`src/sv/tcis_pkg.sv`:
```
// shared types and constants of the tabulated cdf inverse sampler
// no dependencies
package tcis_pkg;

   localparam int TABLE_DEPTH = 256;
   localparam int ADDR_W      = $clog2(TABLE_DEPTH);
   localparam int CNT_W       = ADDR_W + 1;
   localparam int ENERGY_W    = 32;
   localparam int WEIGHT_W    = 24;
   localparam int CUM_W       = 25;
   localparam int SUM_W       = 36;
   localparam int PROD_W      = CUM_W + ENERGY_W;
   localparam int QUOT_W      = 32;
   localparam int STEP_W      = 6;
   localparam int NORM_STEPS  = 25;
   localparam int INTERP_STEPS = 32;

   typedef enum logic [1:0] {
      STATUS_OK        = 2'd0,
      STATUS_BELOW     = 2'd1,
      STATUS_ABOVE     = 2'd2,
      STATUS_NOT_READY = 2'd3
   } status_type;

   localparam logic OP_LOAD   = 1'b0;
   localparam logic OP_SAMPLE = 1'b1;

   // request to the shared divider
   typedef struct packed {
      logic [SUM_W-1:0]  rem_init;
      logic [QUOT_W-1:0] num_low;
      logic [STEP_W-1:0] steps;
      logic [SUM_W-1:0]  divisor;
   } div_req_type;

endpackage

```
`src/sv/tcis_div.sv`:
```
// shared restoring divider, one quotient bit per cycle
// depends on tcis_pkg
module tcis_div import tcis_pkg::*; (
   input  logic              clock,
   input  logic              reset,
   input  logic              div_start,
   input  div_req_type       div_req,
   output logic              div_done,
   output logic [QUOT_W-1:0] div_quotient
);

   logic [SUM_W-1:0]  rem_ff, rem_in;
   logic [QUOT_W-1:0] low_ff, low_in;
   logic [QUOT_W-1:0] quot_ff, quot_in;
   logic [SUM_W-1:0]  div_ff, div_in;
   logic [STEP_W-1:0] cnt_ff, cnt_in;
   logic              busy_ff, busy_in;
   logic              done_ff, done_in;
   logic [SUM_W:0]    trial;
   logic [SUM_W:0]    diff;

   always_comb begin
      rem_in  = rem_ff;
      low_in  = low_ff;
      quot_in = quot_ff;
      div_in  = div_ff;
      cnt_in  = cnt_ff;
      busy_in = busy_ff;
      done_in = 1'b0;
      trial   = {rem_ff, low_ff[QUOT_W-1]};
      diff    = trial - {1'b0, div_ff};
      if (div_start) begin
         rem_in  = div_req.rem_init;
         low_in  = div_req.num_low;
         div_in  = div_req.divisor;
         cnt_in  = div_req.steps;
         quot_in = '0;
         busy_in = 1'b1;
      end else if (busy_ff) begin
         low_in = {low_ff[QUOT_W-2:0], 1'b0};
         if (trial >= {1'b0, div_ff}) begin
            rem_in  = diff[SUM_W-1:0];
            quot_in = {quot_ff[QUOT_W-2:0], 1'b1};
         end else begin
            rem_in  = trial[SUM_W-1:0];
            quot_in = {quot_ff[QUOT_W-2:0], 1'b0};
         end
         cnt_in = cnt_ff - 1'b1;
         if (cnt_ff == STEP_W'(1)) begin
            busy_in = 1'b0;
            done_in = 1'b1;
         end
      end
   end

   always_ff @(posedge clock) begin
      if (reset) begin
         busy_ff <= 1'b0;
         done_ff <= 1'b0;
         cnt_ff  <= '0;
      end else begin
         busy_ff <= busy_in;
         done_ff <= done_in;
         cnt_ff  <= cnt_in;
      end
      rem_ff  <= rem_in;
      low_ff  <= low_in;
      quot_ff <= quot_in;
      div_ff  <= div_in;
   end

   assign div_done     = done_ff;
   assign div_quotient = quot_ff;

endmodule

```
`config.mk`:
```
export PLATFORM = sky130hd
export DESIGN_NAME = tcis_div
export DESIGN_NICKNAME = d
export VERILOG_FILES = /design/src/sv/tcis_pkg.sv /design/src/sv/tcis_div.sv
export SDC_FILE = /design/constraint.sdc
export NUM_CORES = 1
export LEC_CHECK = 0
export BUFFER_PORTS_ARGS = -buffer_cell sky130_fd_sc_hd__buf_2
export CAP_MARGIN = 20
export CORE_UTILIZATION = 56
export CTS_CLUSTER_DIAMETER = 200
export DETAILED_ROUTE_END_ITERATION = 6
export PLACE_DENSITY_LB_ADDON = 0.05
export SYNTH_ARGS = -nofsm -noshare
export SYNTH_HDL_FRONTEND = slang
export SYNTH_SLANG_ARGS = --single-unit
```
`constraint.sdc`:
```
create_clock -name clock -period 3.7 [get_ports clock]
set_input_delay 0.37 -clock clock [delete_from_list [all_inputs] [get_ports clock]]
set_output_delay 0.37 -clock clock [all_outputs]
set_load 0.02 [all_outputs]
```
* Yosys cells after proc, flatten, opt, wreduce, memory -nomap -nowiden
Cells that the tools add are included.
Word-level totals: bits in registers 144, bits of input ports 113, output and inout bits 33
Operators by class: add/sub/neg operators 2, order comparisons 1, equal/unequal tests 1, mux-type cells 12, bitwise operators 1, reduce and logical (&&, ||, !) cells 2
Operators with widths (number):
- two-way mux 36 bit | 3
- two-way mux 32 bit | 2
- >= comparator 37 x 36 -> 1 bit | 1
- subtractor 36 bit | 1
- two-way mux 6 bit | 2
- equality test 6 x 1 -> 1 bit, second input constant | 1
- subtractor 6 x 1 -> 6 bit, second input constant | 1
- two-way mux 1 bit | 5
- OR reduction 3 bit | 1
- nonzero test 2 bit | 1
- NOT 1 bit | 1

* Longest topological paths before layout
Gate-level depths: netlist of run 1.
depth in word-level cells 4, mapped depth 14, gate-level depth less buffers 13

* Worst setup path before layout of run 1
OpenSTA, ideal clock, no wires.
kind register to register, from register low_ff[31], to register rem_ff[28] (data pin), setup time 260 ps, arrival time 2775 ps, path slack 665 ps, cell stages (with the launch flop) 14, clock period less this slack 3035 ps, cells stage by stage edfxtp_1 -> inv_1 -> ha_1 -> inv_1 -> fa_1 -> a211oi_1 -> o21ai_0 -> a21oi_1 -> o21ai_2 -> a21boi_2 -> o21ai_0 -> xor2_1 -> mux2_4 -> mux2_2
On the way: longest elaborated chain between the ends 4
RTL lines:
- start, declared | line tcis_div.sv:13 | logic [QUOT_W-1:0] low_ff, low_in;
- start signal, assigned | line tcis_div.sv:67 | low_ff <= low_in;
- subtractor 36 bit / >= comparator 37 x 36 -> 1 bit (equally long branches) | line tcis_div.sv:31, tcis_div.sv:41
- two-way mux 36 bit (*) | line tcis_div.sv:41 | if (trial >= {1'b0, div_ff}) begin
- two-way mux 36 bit (*) | line tcis_div.sv:39 | end else if (busy_ff) begin
- two-way mux 36 bit (*) | line tcis_div.sv:32 | if (div_start) begin
- net rem_in[28] | line tcis_div.sv:12 | logic [SUM_W-1:0] rem_ff, rem_in;
- end signal, assigned | line tcis_div.sv:66 | rem_ff <= rem_in;
- end, declared | line tcis_div.sv:12
Mark *: on every way through the listed nets, which the timed path passes. The rest lies on a longest branch. The select of a mux whose other input is x is not followed. A chain may end at the register's enable or synchronous reset.

* Worst setup path in the final report of run 1
from register low_ff[31], to register rem_ff[30] (data pin)
Same word-level chain as after synthesis.

==> results of run 1 <==
## report_power, final
part | internal, mW | total [mW] | switching, mW
Clock | 0.940 | 1.68 | 0.738
Sequential | 2.04 | 2.16 | 0.119
Combinational | 1.10 | 2.42 | 1.32
Total | 4.08 | 6.26 | 2.18
## per-stage QoR
step / setup slack, ns / hold WS, ns / power [mW]
4_1_cts: 0.3243 / 0.09831 / 6.302
5_1_grt: 0.1085 / 0.09207 / 6.672
3_3_place_gp: 0.3983 / 0.4734 / 4.531
3_5_place_dp: 0.3270 / 0.4886 / 4.601
6_report: 0.3505 / 0.1164 / 6.261
2_1_floorplan: 0.6654 / 0.4689 / 4.077
## per-layer routing
metal | global-route usage (%) | up-vias | routed length [um]
met3 | 7.613 | 22 | 1070
met2 | 39.18 | 144 | 7768
met1 | 28.74 | 2795 | 7411
met4 | 8.179 | 0 | 275
li1 | - | 2931 | -
met5 | 0 | - | 0
## final cells by class
cell class	instances	area [um2]
diodes	2	5.005
clock buffers	19	464.2
clock inverters	13	112.6
fillers	1104	4487
inverters	50	187.7
multi-input cells	504	3672
flip-flops and latches	144	3925
well taps	180	225.2
repair buffers	151	802.0
## logic make-up after synthesis
family / share of synthesized area [%]
buffers and inverters: 4.333
XOR/XNOR: 3.861
AND/OR/NAND/NOR: 10.09
multiplexers: 13.54
AO/OA/AOI/OAI: 12.53
flip-flops: 49.42
adder cells (fa/ha/maj): 6.240
## cell usage in the layout, fill, tap and decap left out, types with 4 or more instances in the layout
cell type  count
a211oi_1       5
a21o_1        16
a21oi_1       65
a31oi_1        6
and2_1         4
buf_2        144
buf_4          4
clkbuf_16     18
dfxtp_1       39
edfxtp_1     104
ha_1          38
inv_1         50
inv_6          6
mux2_2        59
mux2i_1       38
nand2_1       32
nand2b_1       4
nand3_1       10
nand4_1        6
nor2_1        80
nor3_1         7
nor3b_1        6
o21ai_0       35
o21bai_1       6
xnor2_1       19
xor2_1        16
## sequential cells by signal, summed over array words and instances (netlist names)
| register | cells |
|---|---|
| busy_ff | 1 |
| rem_ff | 36 |
| div_quotient | 32 |
| cnt_ff | 6 |
| low_ff | 32 |
| div_ff | 36 |
| div_done | 1 |
## how the worst min path moves through the flow
stage | from | cells after the start | to | slack, ns
3_3_place_gp | div_quotient[31] | 2 | div_quotient[31] | 0.47
4_1_cts | div_req[27] | 1 | div_ff[27] | 0.1
2_1_floorplan | div_req[0] | 0 | div_ff[0] | 0.47
5_1_grt | div_req[9] | 1 | div_ff[9] | 0.09
3_5_place_dp | div_quotient[31] | 2 | div_quotient[31] | 0.49
6_report | div_req[9] | 1 | div_ff[9] | 0.12
==> flow_summary.ini, run 1 <==
[worst_setup_path]
arrival_ns = 3.53
reg2regPathDepth = 13
max_stage_delay_ns = 0.42
crit_type = reg2reg
crit_chain = inv_1 > ha_1 > inv_1 > fa_1 > a211oi_1 > o21ai_0 > a21oi_1 > o21ai_2 > a41oi_1 > o21bai_1 > xnor2_1 > a21oi_1 > mux2_2
crit_path_top_delay_cell = fa_1
r2r-start = low_ff[31]
cp-endpoint = rem_ff[30]
critPathLaunchType = register
rr_endpoint = rem_ff[30]
startpoint = low_ff[31]
r2r_setup_slack_ns = 0.35
critPathCaptureType = register
crit_buf_inv = 2
crit_family = compound AO/OA/AOI/OAI gates
crit_cells = 13
critical_path.max_fanout = 4
cp.required_ns = 3.88

[logic_synthesis]
synth.top_cell.area_share_pct = 39.33
synth-main-ff-cell = edfxtp_1
synth.area.top_cells = edfxtp_1 39%, dfxtp_1 10%, mux2_2 8.4%
yosysTopAreaCell = edfxtp_1
syn-cell-area_um2 = 7940
synth_edf_count = 104
post_synth_num_cell_types = 58
synth-seq-cells = 144
avgSynthCellArea_um2 = 10.82
yosysWarningCount = 0
synth_commonest_cells = 104 x edfxtp_1, 80 x nor2_1, 65 x a21oi_1
netlist_instances = 734
yosysSeqAreaShare_pct = 49.42
yosysMostFrequentCell = edfxtp_1
synthArstFlopShare_pct = 0
synthesis.nets = 886

[final_layout]
finish.instance_area_um2 = 9394
area_growth_syn_to_layout_pct = 18.31
stdcell_count = 1063
finish.net_count = 1020
layout-drive-gt1-share_pct = 29.17
final_core_util_pct = 67.68

[place]
place.gp.congestion = 0.8388
place_area_um2 = 8812
dp_cells = 1029
dp_hpwl_um = 11550
port_buffers = 145

[cts]
clkLatencyLatePin_ns = 0.42
hold_buffers = 0
ctsLongestPathBuffers = 2
cts_max_level = 4
path_clk_slew_ns = 0.07
cts_tree = done
cts_num_sinks = 144
cts_setup_buffers = 0
numCtsBuffers = 17
root_buffer = clkbuf_16
ctsResizeCount = 0

[global_routing]
grt.total_usage_pct = 23.59
antenna_found_initial = 1
grt_pass1_wl_um = 27170
grt_max_degree = 96
grt-ovfl-total = 0
first_global_vias = 5893

[detailed_routing]
drt_wl_total_um = 16520
ant_nets = 0
drt_iter0_drc = 302
drc = 0
vias_per_cell = 5.543
wl_per_cell_um = 15.54
vias = 5892
drt_pass1_iterations = 5

[die]
die-area_um2 = 14660
core_um2 = 13880
boundaryPins = 146
fp.dieH_um = 121.1
die_x_um = 121.1
start_util_pct = 57.20
rows = 43

[sta]
relSlewSlack_pct = 55.61
setup_viol = 0
min_period_over_period_pct = 90.53
drv_slew = 0
tightest_slew_ns = 0.6658
max_freq_mhz = 298.5
setup_tns_ns = 0
hold_viol = 0
clock-skew-final_ns = 0.007922
rsz0062_at_grt = false
layout_min_cycle_time_ns = 3.350

[hold_path]
worstHoldPathType = in2reg

[pwr]
power_density_nw_per_um2 = 666.5
power_leakage_nw = 4.073
ir_drop_v = 0.0003734

[outcome]
status = finished, final reports clean

[flow_run]
drv_cap = 0
(Power assumes the default switching activity.)
==> run 2, diff against run 1 <==
==> constraint.sdc (replaced) <==
create_clock -name clock -period 3.2 [get_ports clock]
set_input_delay 0.32 -clock clock [delete_from_list [all_inputs] [get_ports clock]]
set_output_delay 0.32 -clock clock [all_outputs]
set_load 0.02 [all_outputs]
==> run 2 against run 1 <==
Non-clock buffer count up 17. Routed wire length grew 1.8%. Total power up 19%. Cell count up 1.5%. Setup slack worse by 0.23 ns. Utilization is 1.3 points higher. Fmax is 8.8% higher. Sequential share of layout area fell by 0.80 points. Hold slack worse by 0.047 ns. Combinational power is 24% higher. First-iteration DRC count increased by 4.0%. Critical endpoint is now rem_ff[15]. Highest routed layer unchanged.
==> flow_summary.ini, run 2 (same netlist as run 1, synthesis figures left out) <==
[outcome]
status = finished, final reports clean

[sta]
setup_tns_ns = 0
hold_viol = 0
max_freq_mhz = 324.8
clock-skew-final_ns = 0.009607
min_period_over_period_pct = 96.21
rsz0062_at_grt = false
relSlewSlack_pct = 60.46
drv_slew = 0
layout_min_cycle_time_ns = 3.079
setup_viol = 0
tightest_slew_ns = 0.5932

[detailed_routing]
vias = 5915
wl_per_cell_um = 15.59
vias_per_cell = 5.482
drt_iter0_drc = 314
ant_nets = 0
drc = 0
drt_pass1_iterations = 4
drt_wl_total_um = 16820

[pwr]
p_int_mw = 4.848
seqPwrFrac_pct = 33.8
power_switching_mw = 2.575
power_density_nw_per_um2 = 775.1
p_clk_share_pct = 25.9
power_leakage_nw = 4.172
combPwrFrac_pct = 40.3
sw_frac_of_total_pct = 34.69
ir_drop_v = 0.0003947

[worst_setup_path]
crit_buf_inv = 1
cp.required_ns = 3.36
crit_family = simple AND/OR/NAND/NOR gates
crit_type = reg2reg
crit_chain = ha_1 > and2_1 > and3_1 > and4_1 > a311oi_1 > o21a_2 > o211ai_4 > buf_12 > mux2_4 > mux2_2
critPathLaunchType = register
critPathCaptureType = register
arrival_ns = 3.24
max_stage_delay_ns = 0.40
crit_path_top_delay_cell = edfxtp_1
critical_path.max_fanout = 27

[cts]
numCtsBuffers = 17
cts_num_sinks = 144
cts_setup_buffers = 0
ctsLongestPathBuffers = 2
cts_max_level = 4
clkLatencyLatePin_ns = 0.42
root_buffer = clkbuf_16
path_clk_slew_ns = 0.07
cts_tree = done

[final_layout]
reg_top3 = div_ff x36, rem_ff x36
stdcell_count = 1079
layout-drive-gt1-share_pct = 31.07
finish.net_count = 1037
final_cell_mix = 144 x buf_2, 104 x edfxtp_1, 80 x nor2_1
area_growth_syn_to_layout_pct = 20.61
final_common_cell = buf_2

[global_routing]
first_global_vias = 5775
grt_pass1_wl_um = 27330
antenna_found_initial = 0
grt.total_usage_pct = 23.73
grt-ovfl-total = 0
grt_max_degree = 69

[place]
dp_cells = 1046
place.gp.congestion = 0.8686
dp_hpwl_um = 12020
port_buffers = 145

[die]
start_util_pct = 57.20
rows = 43
die-area_um2 = 14660
core_um2 = 13880
die_x_um = 121.1
boundaryPins = 146
fp.dieH_um = 121.1

[hold_path]
worstHoldPathType = in2reg

[flow_run]
drv_cap = 0
==> run 2: path summary, 6_finish.rpt <==
| check | start | slack (ns) | end | cells past startpoint |
|---|---|---|---|---|
| worst max register to register | rem_ff[10] | 0.12 | rem_ff[15] | 10 |
| worst max-delay path | rem_ff[10] | 0.12 | rem_ff[15] | 10 |
| worst min-delay path | div_req[7] | 0.07 | div_ff[7] | 1 |
| worst min register to register | div_quotient[31] | 0.51 | div_quotient[31] | 2 |
==> run 2: power groups by stage <==
stage	clock network, mW	registers [mW]	logic [mW]
after floorplan	0	2.49	2.22
after detailed placement	0	2.54	2.92
after CTS	1.97	2.51	2.95
after global placement	0	2.53	2.87
after global routing	2.02	2.53	3.31
final	1.92	2.51	2.99
==> run 2: timing repair <==
item                                    in CTS  in global routing
resized for setup                            0                  6
hold buffers                                 0                  0
endpoints found under the setup margin       0                 11
==> run 2: per-layer routing <==
metal	share of wire [%]	vias to the layer above	track usage (%)
met5	0	-	0
met4	1.1	0	7.562
met3	6.1	14	6.673
met2	48	160	39.18
met1	45	2779	30.06
li1	-	2962	-
==> run 2: through the flow <==
| step | hold WS (ns) | utilization (%) | setup WS, ns | cell area, um2 | total power, mW |
|---|---|---|---|---|---|
| detailed placement | 0.4840 | 64.67 | 0.08354 | 8977 | 5.465 |
| CTS | 0.05296 | 68.81 | 0.04799 | 9552 | 7.430 |
| global placement | 0.4723 | 64.67 | 0.1157 | 8977 | 5.400 |
| finish | 0.06984 | 68.99 | 0.1214 | 9577 | 7.423 |
| global route | 0.05615 | 68.97 | 0.001962 | 9574 | 7.863 |
| floorplan | 0.4189 | - | 0.1654 | 7940 | 4.714 |
==> run 2: cell type report <==
type | instances | area [um2]
fillers | 1108 | 4304
flip-flops and latches | 144 | 3925
multi-input cells | 504 | 3695
repair buffers | 168 | 967.2
clock buffers | 19 | 464.2
well taps | 180 | 225.2
inverters | 50 | 187.7
clock inverters | 13 | 110.1
diodes | 1 | 2.502
==> run 3, diff against run 2 <==
--- a/config.mk
+++ b/config.mk
@@ -11,6 +11,7 @@
 export CTS_CLUSTER_DIAMETER = 200
 export DETAILED_ROUTE_END_ITERATION = 6
 export PLACE_DENSITY_LB_ADDON = 0.05
+export REMOVE_ABC_BUFFERS = 1
 export SYNTH_ARGS = -nofsm -noshare
 export SYNTH_HDL_FRONTEND = slang
 export SYNTH_SLANG_ARGS = --single-unit
==> run 3 against run 2 <==
Clock skew is 0.00078 ns lower. Cell count is 0.65% lower. Setup slack worse by 0.0071 ns. Design area is 0.46% lower. Combinational power hardly changed. Die area stayed put. Flip-flop and latch count stayed put. Clock-buffer cell count is 2 higher. Critical endpoint is now rem_ff[12]. Largest cell class unchanged. Largest power group unchanged.
==> flow_summary.ini, run 3 (same netlist as run 1, synthesis figures left out) <==
[worst_setup_path]
r2r_setup_slack_ns = 0.11
crit_type = reg2reg
critical_path.max_fanout = 37
startpoint = rem_ff[21]
arrival_ns = 3.25
cp.required_ns = 3.37
r2r-start = rem_ff[21]
critPathLaunchType = register
critPathCaptureType = register

[global_routing]
grt-ovfl-total = 0
grt_max_degree = 101
first_global_vias = 5896
grt.total_usage_pct = 23.94
antenna_found_initial = 1
grt_pass1_wl_um = 27470

[detailed_routing]
wl_per_cell_um = 15.75
vias_per_cell = 5.613
drc = 0
ant_nets = 0
vias = 6017
drt_iter0_drc = 396
drt_wl_total_um = 16880
drt_pass1_iterations = 5

[sta]
fin_ws_ns = 0.1144
relSlewSlack_pct = 46.63
drv_slew = 0
holdWs_ns = 0.07525
setup_tns_ns = 0
layout_min_cycle_time_ns = 3.086
rsz0062_at_grt = false
clock-skew-final_ns = 0.008823
hold_viol = 0
setup_viol = 0
min_period_over_period_pct = 96.43
tightest_slew_ns = 0.8005
max_freq_mhz = 324.1

[cts]
clkLatencyLatePin_ns = 0.42
cts_max_level = 4
cts_num_sinks = 144
path_clk_slew_ns = 0.06
numCtsBuffers = 17
cts_tree = done
root_buffer = clkbuf_16
ctsLongestPathBuffers = 2

[die]
fp.dieH_um = 121.1
rows = 43
boundaryPins = 146
start_util_pct = 57.20
core_um2 = 13880
die_x_um = 121.1
die-area_um2 = 14660

[final_layout]
stdcell_count = 1072
finish.net_count = 1031
final_common_cell = buf_2
reg_top3 = div_ff x36, rem_ff x36
final_cell_mix = 144 x buf_2, 104 x edfxtp_1, 80 x nor2_1
area_growth_syn_to_layout_pct = 20.06
diodes = 0
finish.instance_area_um2 = 9533
layout-drive-gt1-share_pct = 30.61
final_core_util_pct = 68.68

[pwr]
power_leakage_nw = 4.122
power_density_nw_per_um2 = 781.1
p_total_mw = 7.446
ir_drop_v = 0.0005175

[flow_run]
drv_cap = 0

[place]
place.gp.congestion = 0.8976
dp_cells = 1039
port_buffers = 145
place_ws_ns = 0.008594
dp_hpwl_um = 11790
place_area_um2 = 8900

[hold_path]
hold_start = div_req[27]
worstHoldPathType = in2reg

[outcome]
status = finished, final reports clean
## run 3: cell count changes in the layout (fill, tap and decap cells not counted), sizes merged
cell / change
clkbuf: +2
clkinv: +3
inv: -9
diode: -1
bufinv: +2
clkinvlp: +2
buf: -6
## run 3: path summary, 6_finish.rpt
check | end | depth (start not counted)
setup / recovery | rem_ff[12] | 10
hold / removal | div_ff[27] | 1
setup reg to reg | rem_ff[12] | 10
hold reg to reg | div_quotient[31] | 2
## run 3: metal layers
metal	track usage, %	wire [um]	vias to the layer above
li1	-	-	2954
met1	29.82	7416	2870
met2	39.00	8059	175
met3	8.788	1199	18
met4	6.559	207	0
met5	0	0	-
## run 3: where the power goes
part | switching (mW) | internal [mW] | leakage (nW)
registers | 0.143 | 2.36 | 1.36
clock network | 0.792 | 1.16 | 0.272
logic | 1.60 | 1.39 | 2.49
total | 2.54 | 4.91 | 4.12
## run 3: cell type report
cell class	count	area, um2
Clock buffer	21	440.4
Clock inverter	11	132.6
Fill cell	1070	4348
Inverter	50	187.7
Multi-Input combinational cell	504	3725
Sequential cell	144	3925
Tap cell	180	225.2
Timing Repair Buffer	162	897.1
## run 3: worst max-delay path: stages (launching register included)
cell	delay [ns]
edfxtp_1	0.41
ha_1	0.45
and4_4	0.27
and3_4	0.23
and4_1	0.24
a311oi_1	0.10
o21a_2	0.15
o211ai_4	0.11
buf_12	0.25
mux2_2	0.35
mux2_2	0.26
## run 3: repair_timing
action | 4_1_cts | 5_1_grt
hold buffers | 0 | 0
pin swaps | 1 | 4
buffers inserted | 0 | 1
endpoints found under the setup margin | 2 | 19
resized for setup | 1 | 11
